--- src/rtl/ssg_ram.sv ---
// Generic simple dual-port RAM with one write port and one registered read port.
`timescale 1ns / 1ps

module ssg_ram #(
   parameter int WIDTH = 32,
   parameter int DEPTH = 32,
   localparam int ADDR_W = (DEPTH > 1) ? $clog2(DEPTH) : 1
) (
   input  logic              clock,
   input  logic              wr_en,
   input  logic [ADDR_W-1:0] wr_addr,
   input  logic [WIDTH-1:0]  wr_data,
   input  logic              rd_en,
   input  logic [ADDR_W-1:0] rd_addr,
   output logic [WIDTH-1:0]  rd_data
);

   logic [WIDTH-1:0] mem_ff [DEPTH];
   logic [WIDTH-1:0] rd_data_ff;

   always_ff @(posedge clock) begin
      if (wr_en) begin
         mem_ff[wr_addr] <= wr_data;
      end
      if (rd_en) begin
         rd_data_ff <= mem_ff[rd_addr];
      end
   end

   assign rd_data = rd_data_ff;

endmodule

--- config.mk ---
export PLATFORM = sky130hd
export DESIGN_NAME = ssg_ram
export DESIGN_NICKNAME = d
export VERILOG_FILES = /design/src/rtl/ssg_ram.sv
export SDC_FILE = /design/constraint.sdc
export NUM_CORES = 1
export LEC_CHECK = 0
export BUFFER_PORTS_ARGS = -buffer_cell sky130_fd_sc_hd__buf_2
export CAP_MARGIN = 10
export CELL_PAD_IN_SITES_DETAIL_PLACEMENT = 0
export CELL_PAD_IN_SITES_GLOBAL_PLACEMENT = 1
export CORE_UTILIZATION = 59
export CTS_CLUSTER_DIAMETER = 150
export DETAILED_ROUTE_END_ITERATION = 16
export PLACE_DENSITY_LB_ADDON = 0.05
export SYNTH_ARGS = -nofsm -noshare
export SYNTH_HDL_FRONTEND = slang
export SYNTH_SLANG_ARGS = --single-unit
export TNS_END_PERCENT = 50
--- constraint.sdc ---
create_clock -name clock -period 4.6 [get_ports clock]
set_clock_uncertainty 0.1 [all_clocks]
set_input_delay 0.92 -clock clock [delete_from_list [all_inputs] [get_ports clock]]
set_output_delay 0.92 -clock clock [all_outputs]
set_load 0.005 [all_outputs]
; Word-level counts from Yosys, hierarchy flattened
; Memories as Yosys holds them, arrays and structs flattened. A register that Yosys moved wholly into a read port is not among the register bits.
; Index checks and enable logic that the tools add are counted.
[word_totals]
regBits = 0
mem_bits_rw = 1024
n_memories = 1
[op_classes]
muxes = 2
[mem_list]
columns = memory, depth, word_bits, rd, rd_clocked_by_memory_dff, wr, line
row1 = mem_ff, 32, 32, 1, 1, 1, 18  ; logic [WIDTH-1:0] mem_ff [DEPTH];
[op_table]
columns = cell, count
row1 = $mux 1, 2

; Depth between registers and ports, before layout
; Gate-level depths: netlist of the first run.
[depth]
ltp_word = 2
ltp_mapped = 8

; Worst setup path before layout of the first run
; Ideal clock, no wire load.
[synth_timing]
path_kind = input-to-reg
start = input port wr_addr[1]
end = memory mem_ff[12][0] (enable)
stages = 3
n_path_buf = 1
arrival_time_ns = 2.933
slack_ns = 1.146
cell_sequence = or3b_2 -> clkbuf_1 -> nor2_1
[synth_rtl]
columns = item, line
row1 = from (decl), 11  ; input logic [ADDR_W-1:0] wr_addr,
row2 = to (decl), 18
; No word-level cell before the write port.

==> flow_summary.json, run 1 <==
{
  "clock_path_buffers": 3,
  "place_area_mm2": 0.0425,
  "synth-seq-cells": 1056,
  "synth.most_common_cell": "edfxtp_1",
  "fin_crit_ns": 2.93,
  "vias": 21100,
  "worstMarginPinSlew_ns": 1.30,
  "yosysWarnings": 0,
  "grt_max_degree": 69,
  "maxCapViolCount": 0,
  "ys_top_cells_by_count": "1056 x edfxtp_1, 512 x mux2i_1, 98 x nand2_1, 98 x nand3_1",
  "io_pins": 77,
  "die_x_um": 265,
  "dpl.cell_count": 3164,
  "dr.pass1.iters": 7,
  "outcome": "finished clean",
  "synth-edff-count": 1056,
  "fin_crit_sh_pct": 63.7,
  "cts_resized": 0,
  "yosysSeqAreaShare_pct": 77.7,
  "hold_slack_ns": 0.574,
  "cp.arrival_ns": 3.18,
  "route.detailed.drc": 0,
  "clkSinkCount": 1056,
  "syn_to_final_growth_pct": 12.3,
  "dieArea_mm2": 0.0702,
  "grt_pass1_vias": 21100,
  "setup_viol": 0,
  "critPathLaunchType": "primary input",
  "final_area_mm2": 0.0458,
  "stdcell_count": 3352,
  "syn_avg_cell_area_um2": 18.1,
  "htree_levels": 3,
  "place_ws_ns": 1.00,
  "cts_tree": "done",
  "yosysTopAreaCell": "edfxtp_1",
  "cts_inserted_buffers": 104,
  "grt_antenna_before_repair": 4,
  "portBuffers": 76,
  "setup_slack_ns": 1.67,
  "ys_async_sr_fraction_pct": 0,
  "post-cts-setup-buffers": 0,
  "syn_inst": 2260,
  "fmax_mhz": 341,
  "place_hpwl_um": 56400,
  "drtIter0Drc": 2206,
  "slew_violations": 0,
  "worstPathRequired_ns": 4.85,
  "end_kind": "flop",
  "crit_path_max_fanout": 32,
  "ir_worst_vdd_v": 0.000345,
  "layout-drive-gt1-share_pct": 13.1,
  "power_mw": 20.0,
  "clk_latency_ns": 0.67,
  "critical_path_class": "primary input to flop",
  "setup_tns_ns": 0,
  "clkTransAtPathRegs_ns": 0.06,
  "ant_nets": 0,
  "cts-root-buf": "clkbuf_16",
  "netlist_area_mm2": 0.0408,
  "routed_via_density": 6.31,
  "rsz0062_at_grt": "no",
  "synthesis.nets": 2305,
  "std_cell_rows": 96,
  "synth.area.top_cells": "edfxtp_1 78%, mux2i_1 13%, a22oi_1 1.8%",
  "gp_congestion": 0.813,
  "core-area_mm2": 0.0685,
  "final_core_util_pct": 67.0,
  "num-nets-final": 2433,
  "grt_overflow": 0,
  "hold_class": "flop to flop",
  "finalHoldViolCount": 0,
  "synth.top_cell.area_share_pct": 77.7,
  "synth_cell_type_count": 24,
  "grt_usage_pct": 28.3,
  "grt_pass1_wl_um": 142000,
  "p_leak_nw": 16.0,
  "initial_core_util_pct": 59.6,
  "wl_per_cell_um": 29.3,
  "slew_headroom_pct": 13.5,
  "die_y_um": 265,
  "pwr_density_cell_mw_per_mm2": 437,
  "routed_wl_um": 98100,
  "synth_top_flop_cell": "edfxtp_1",
  "postCtsHoldBufs": 0
}
==> worst max-delay path: stages <==
cell	delay, ns
buf_2	0.14
nor2_4	0.40
buf_4	0.49
buf_4	0.33
a22o_1	0.17
nor3_1	0.06
a31oi_1	0.42
nand3_1	0.20
==> report_power, final <==
part	switching (mW)	internal (mW)	leakage [nW]
clock	3.41	4.82	1.60
sequential	0.0508	10.7	9.54
combinational	0.697	0.321	4.82
==> final timing paths <==
check / start / end / slack [ns] / depth (start not counted)
setup reg to reg: mem_ff[7][30] / rd_data[30] / 2.70 / 5
setup / recovery: rd_addr[1] / rd_data[24] / 1.67 / 8
hold / removal: mem_ff[10][13] / rd_data[13] / 0.57 / 4
hold reg to reg: mem_ff[10][13] / rd_data[13] / 0.57 / 4
==> per-layer routing <==
| layer | global-route usage [%] | up-vias | routed length [um] |
|---|---|---|---|
| li1 | - | 9270 | - |
| met3 | 3.84 | 159 | 6190 |
| met4 | 7.94 | 2 | 2320 |
| met2 | 46.9 | 753 | 48700 |
| met1 | 39.6 | 11000 | 40900 |
| met5 | 0 | - | 13 |
==> cell usage in the layout (no fill, tap or decap), types with 14 or more instances in the layout <==
cell       netlist  layout
a21oi_1         96      96
a22o_1          64      64
a22oi_1         96      96
a31oi_1         32      32
buf_12           0      14
buf_2           26      75
buf_4           33      59
clkbuf_1        46      26
clkbuf_16        0     108
clkinv_1         0      29
edfxtp_1      1056    1056
mux2i_1        512     512
nand2_1         98      97
nand3_1         98      98
nor2_4           0      33
nor3_1          32      32
==> registers in the layout, indices dropped and copies added (netlist names) <==
register / count
rd_data: 32
mem_ff: 1024
==> cell type report <==
class,instances,area [um2]
Sequential cell,1056,31700
Multi-Input combinational cell,1077,8610
Tap cell,882,1100
Fill cell,4579,22600
Clock buffer,134,2800
Antenna cell,1,2.50
Timing Repair Buffer,149,1110
Clock inverter,53,502
==> cells by family after synthesis <==
group | share of synthesized area, %
flip-flops | 77.7
multiplexers | 12.6
AO/OA/AOI/OAI | 4.81
AND/OR/NAND/NOR | 3.08
buffers and inverters | 1.85
Note: power is estimated with default switching activity, not from simulation.
==> inputs of run 2 (changes only) <==
CORE_UTILIZATION = 54   (was 59)
clock period = 2.72 ns   (was 4.6 ns; I/O delays follow)
==> run 2 against run 1 <==
Via count increased by 1.1%; clock-buffer cell count decreased by 2; worst setup slack got worse by 1.0 ns; design area increased by 1.9%; utilization decreased by 4.3 points.
==> flow_summary.json, run 2 (synthesized netlist as in run 1, its figures left out) <==
{
  "hold_slack_ns": 0.283,
  "wl_per_cell_um": 29.4,
  "critPathLaunchType": "flop",
  "largest_register_ffs": 1024,
  "grt_usage_pct": 26.9,
  "slew_headroom_pct": 58.2,
  "rsz0062_at_grt": "no",
  "layout_common_cells": "1056 x edfxtp_1, 512 x mux2i_1, 109 x clkbuf_16",
  "postCtsHoldBufs": 0,
  "num-nets-final": 2474,
  "fin_crit_sh_pct": 76.1,
  "multi_input_area_mm2": 0.00861,
  "cts_tree": "done",
  "outcome": "finished clean",
  "ant_nets": 0,
  "die_y_um": 277,
  "dieArea_mm2": 0.0767,
  "cp.arrival_ns": 1.43,
  "final_core_util_pct": 62.6,
  "clkTransAtPathRegs_ns": 0.06,
  "grt_antenna_before_repair": 8,
  "grt_overflow": 0,
  "syn_to_final_growth_pct": 14.5,
  "worstMarginPinSlew_ns": 0.626,
  "layout-drive-gt1-share_pct": 14.6,
  "routed_via_density": 6.15,
  "pwr_density_cell_mw_per_mm2": 720,
  "path_buf_inv": 1,
  "maxCapViolCount": 0,
  "cp_top_family": "flip-flops",
  "finalHoldViolCount": 0,
  "cts_resized": 0,
  "core-area_mm2": 0.0746,
  "clk_latency_ns": 0.66,
  "drtIter0Drc": 2010,
  "vias": 21400,
  "setup_tns_ns": 0,
  "worstPathCellList": "buf_2",
  "fin_crit_ns": 2.07,
  "slew_violations": 0,
  "initial_core_util_pct": 54.7,
  "std_cell_rows": 100,
  "portBuffers": 76,
  "worstPathRequired_ns": 2.08,
  "grt_pass1_wl_um": 147000,
  "ir_worst_vdd_v": 0.000576,
  "post-cts-setup-buffers": 0,
  "route.detailed.drc": 0,
  "layout_commonest_cell": "edfxtp_1",
  "clkSinkCount": 1056,
  "cts_inserted_buffers": 104,
  "cts-root-buf": "clkbuf_16",
  "slowest_stage": "edfxtp_1",
  "crit_path_max_fanout": 2,
  "fmax_mhz": 483,
  "hold_class": "primary input to flop",
  "setup_viol": 0,
  "htree_levels": 3,
  "p_leak_nw": 16.3,
  "critical_path_class": "flop to primary output",
  "place_hpwl_um": 55300,
  "routed_wl_um": 102000,
  "grt_pass1_vias": 21100,
  "grt_max_degree": 52,
  "clock_path_buffers": 3,
  "nFillCells": 5296,
  "max_stage_delay_ns": 0.55,
  "io_pins": 77,
  "largest_register": "mem_ff",
  "die_x_um": 277,
  "gp_congestion": 0.762,
  "end_kind": "primary output",
  "dr.pass1.iters": 7,
  "ff_latch_area_mm2": 0.0317
}
-- run 2: path summary, 6_finish.rpt --
kind	start	to	slack [ns]	depth (start not counted)
max	rd_data[14]	rd_data[14]	0.65	1
min	wr_data[24]	mem_ff[11][24]	0.28	1
max reg2reg	mem_ff[5][11]	rd_data[11]	0.98	5
min reg2reg	mem_ff[26][17]	rd_data[17]	0.57	4
-- run 2: layer usage --
layer | GRT usage (%) | part of all wire, % | vias up
met4 | 7.88 | 2.4 | 6
met3 | 3.50 | 6.0 | 136
met5 | 0 | 0.027 | -
met2 | 42.4 | 47 | 715
met1 | 39.4 | 44 | 11200
li1 | - | - | 9359
-- run 2: where the power goes --
group          total (mW)  switching [mW]  internal [mW]  leakage, nW
combinational        1.74            1.13          0.611         5.19
clock                13.6            5.82           7.82         1.57
sequential           18.2          0.0808           18.2         9.54
-- run 2: layout make-up --
type                       count  share of cell area, %
timing repair buffer         190                   4.22
multi-input combinational   1077                   18.4
clock buffer                 132                   6.02
tap                          969                   2.60
antenna                        1                0.00536
clock inverter                51                  0.828
sequential                  1056                   67.9
-- run 2: through the flow --
stage                     setup slack (ns)  power (mW)  area, um2  cells
final                                0.651        33.6      46700   3476
after global routing                 0.663        34.6      46700   3475
after CTS                            0.631        33.8      46700   3475
after detailed placement             0.180        20.3      43500   3292
after global placement               0.202        20.3      43500   3292
after floorplan                     -0.358        19.5      40800   2260
==> inputs of run 3 (changes only) <==
CORE_UTILIZATION = 49   (was 54)
clock period = 1.8 ns   (was 2.72 ns; I/O delays follow)
==> run 3 against run 2 <==
The flow now finishes with violations (negative setup slack); sequential power increased by 52%; clock-buffer cell count stayed put; total power rose by 55%; design area grew 4.7%; first-iteration DRC count shrank 12%; hold slack worse by 0.20 ns; non-clock buffer count rose by 146; clock power increased by 59%; largest power group unchanged.
==> flow_summary.json, run 3 (synthesized netlist as in run 1, its figures left out) <==
{
  "stdcell_count": 3739,
  "grt_pass1_vias": 22100,
  "dpl.cell_count": 3539,
  "outcome": "finished with violations",
  "slowest_stage": "edfxtp_1",
  "setup_viol": 3,
  "route.detailed.drc": 0,
  "end_kind": "primary output",
  "worstReg2RegEnd": "rd_data[14]",
  "cp-endpoint": "rd_data[10]",
  "clk_latency_ns": 0.67,
  "slew_headroom_pct": 62.3,
  "dr.pass1.iters": 6,
  "cts_tree": "done",
  "fin_crit_ns": 1.87,
  "fin_crit_sh_pct": 104,
  "finalHoldViolCount": 0,
  "portBuffers": 76,
  "die_x_um": 291,
  "crit_path_max_fanout": 1,
  "fmax_mhz": 536,
  "violations": "negative setup slack",
  "grt_pass1_wl_um": 156000,
  "cts-root-buf": "clkbuf_16",
  "io_pins": 77,
  "routed_via_density": 5.85,
  "largest_register": "mem_ff",
  "setup_tns_ns": -0.115,
  "cp-startpoint": "rd_data[10]",
  "grt_max_degree": 33,
  "place_hpwl_um": 65200,
  "hold_start": "wr_data[6]",
  "clkSinkCount": 1056,
  "critPathLaunchType": "flop",
  "routed_wl_um": 109000,
  "cts_inserted_buffers": 108,
  "dieArea_mm2": 0.0844,
  "hold_class": "primary input to flop",
  "hold_slack_ns": 0.0880,
  "path_buf_inv": 1,
  "grt_usage_pct": 26.0,
  "clock_path_buffers": 3,
  "maxCapViolCount": 0,
  "wl_per_cell_um": 29.2,
  "crit_cells": 1,
  "std_cell_rows": 105,
  "drtIter0Drc": 1760,
  "grt_antenna_before_repair": 10,
  "slew_violations": 0,
  "worstPathRequired_ns": 1.34,
  "core-area_mm2": 0.0822,
  "ir_worst_vdd_v": 0.000805,
  "grt_overflow": 0,
  "layout_common_cells": "1056 x edfxtp_1, 512 x mux2i_1, 144 x buf_4",
  "ant_nets": 0,
  "worstPathCellList": "buf_2",
  "num-nets-final": 2624,
  "setup_slack_ns": -0.0661,
  "nFillCells": 6129,
  "power_mw": 52.2,
  "r2r_slack_ns": 0.19,
  "die_y_um": 291,
  "gp_congestion": 0.798,
  "cp_top_family": "flip-flops",
  "p_leak_nw": 17.4,
  "cp.arrival_ns": 1.41,
  "rsz0062_at_grt": "yes",
  "r2r_start": "mem_ff[4][14]",
  "syn_to_final_growth_pct": 19.9,
  "worstMarginPinSlew_ns": 0.566,
  "r2r.worst_path.cells": 5,
  "layout_commonest_cell": "edfxtp_1",
  "htree_levels": 3,
  "clkTransAtPathRegs_ns": 0.06,
  "largest_register_ffs": 1024,
  "max_stage_delay_ns": 0.53,
  "vias": 21900,
  "initial_core_util_pct": 49.6,
  "layout-drive-gt1-share_pct": 19.9,
  "critical_path_class": "flop to primary output",
  "final_core_util_pct": 59.5,
  "pwr_density_cell_mw_per_mm2": 1070
}
run 3: cell types whose count changed in the layout (fill, tap and decap cells not counted), moves of 2 or more:
cell        previous run  this run
bufinv_16              6         9
or3b_4                 0         3
clkbuf_16            109       111
clkinvlp_4             1         3
buf_12                58       116
buf_2                 75        73
buf_6                  0         2
inv_6                  3         1
or3b_2                 3         0
clkinv_1              26        28
clkinv_2              15        23
clkbuf_1              23        21
buf_4                 56       144
run 3: stage by stage:
stage / worst slack, ns / area (um2)
finish: -0.0661 / 48900
CTS: -0.105 / 48900
floorplan: -0.344 / 41100
detailed placement: -0.465 / 45500
global placement: -0.419 / 45500
global route: -0.0904 / 48900
run 3: worst min-delay path by stage:
stage | cells after the start | endpoint | slack (ns)
6_report | 1 | mem_ff[13][6] | 0.09
5_1_grt | 1 | mem_ff[26][30] | 0.08
4_1_cts | 1 | mem_ff[26][6] | 0.05
3_5_place_dp | 4 | rd_data[24] | 0.56
3_3_place_gp | 4 | rd_data[2] | 0.55
2_1_floorplan | 0 | mem_ff[0][0] | 0.36
run 3: per-layer routing:
| layer | vias up | GRT usage (%) | wire length, um |
|---|---|---|---|
| met3 | 158 | 4.33 | 6040 |
| met1 | 11400 | 36.4 | 47800 |
| met5 | - | 0 | 52 |
| met4 | 8 | 7.06 | 2650 |
| met2 | 642 | 42.5 | 52700 |
| li1 | 9679 | - | - |
run 3: cell type report:
| class | instances | area [um2] | share of cell area (%) |
|---|---|---|---|
| Sequential cell | 1056 | 31700 | 64.8 |
| Timing Repair Buffer | 336 | 3810 | 7.78 |
| Clock buffer | 132 | 2860 | 5.84 |
| Tap cell | 1070 | 1340 | 2.74 |
| Clock inverter | 67 | 577 | 1.18 |
| Multi-Input combinational cell | 1077 | 8630 | 17.6 |
| Antenna cell | 1 | 2.50 | 0.00512 |
run 3: what timing repair did:
action,in CTS,in global routing
resized for setup,4,0
endpoints found under the setup margin,9,8
cloned,0,0
buffers inserted,0,0
hold buffers,0,0
run 3: report_power, final:
part / total (mW) / internal, mW / switching [mW] / leakage (nW)
combinational: 2.97 / 1.18 / 1.79 / 6.13
clock: 21.6 / 12.5 / 9.12 / 1.68
sequential: 27.6 / 27.4 / 0.121 / 9.54
total: 52.2 / 41.2 / 11.0 / 17.4
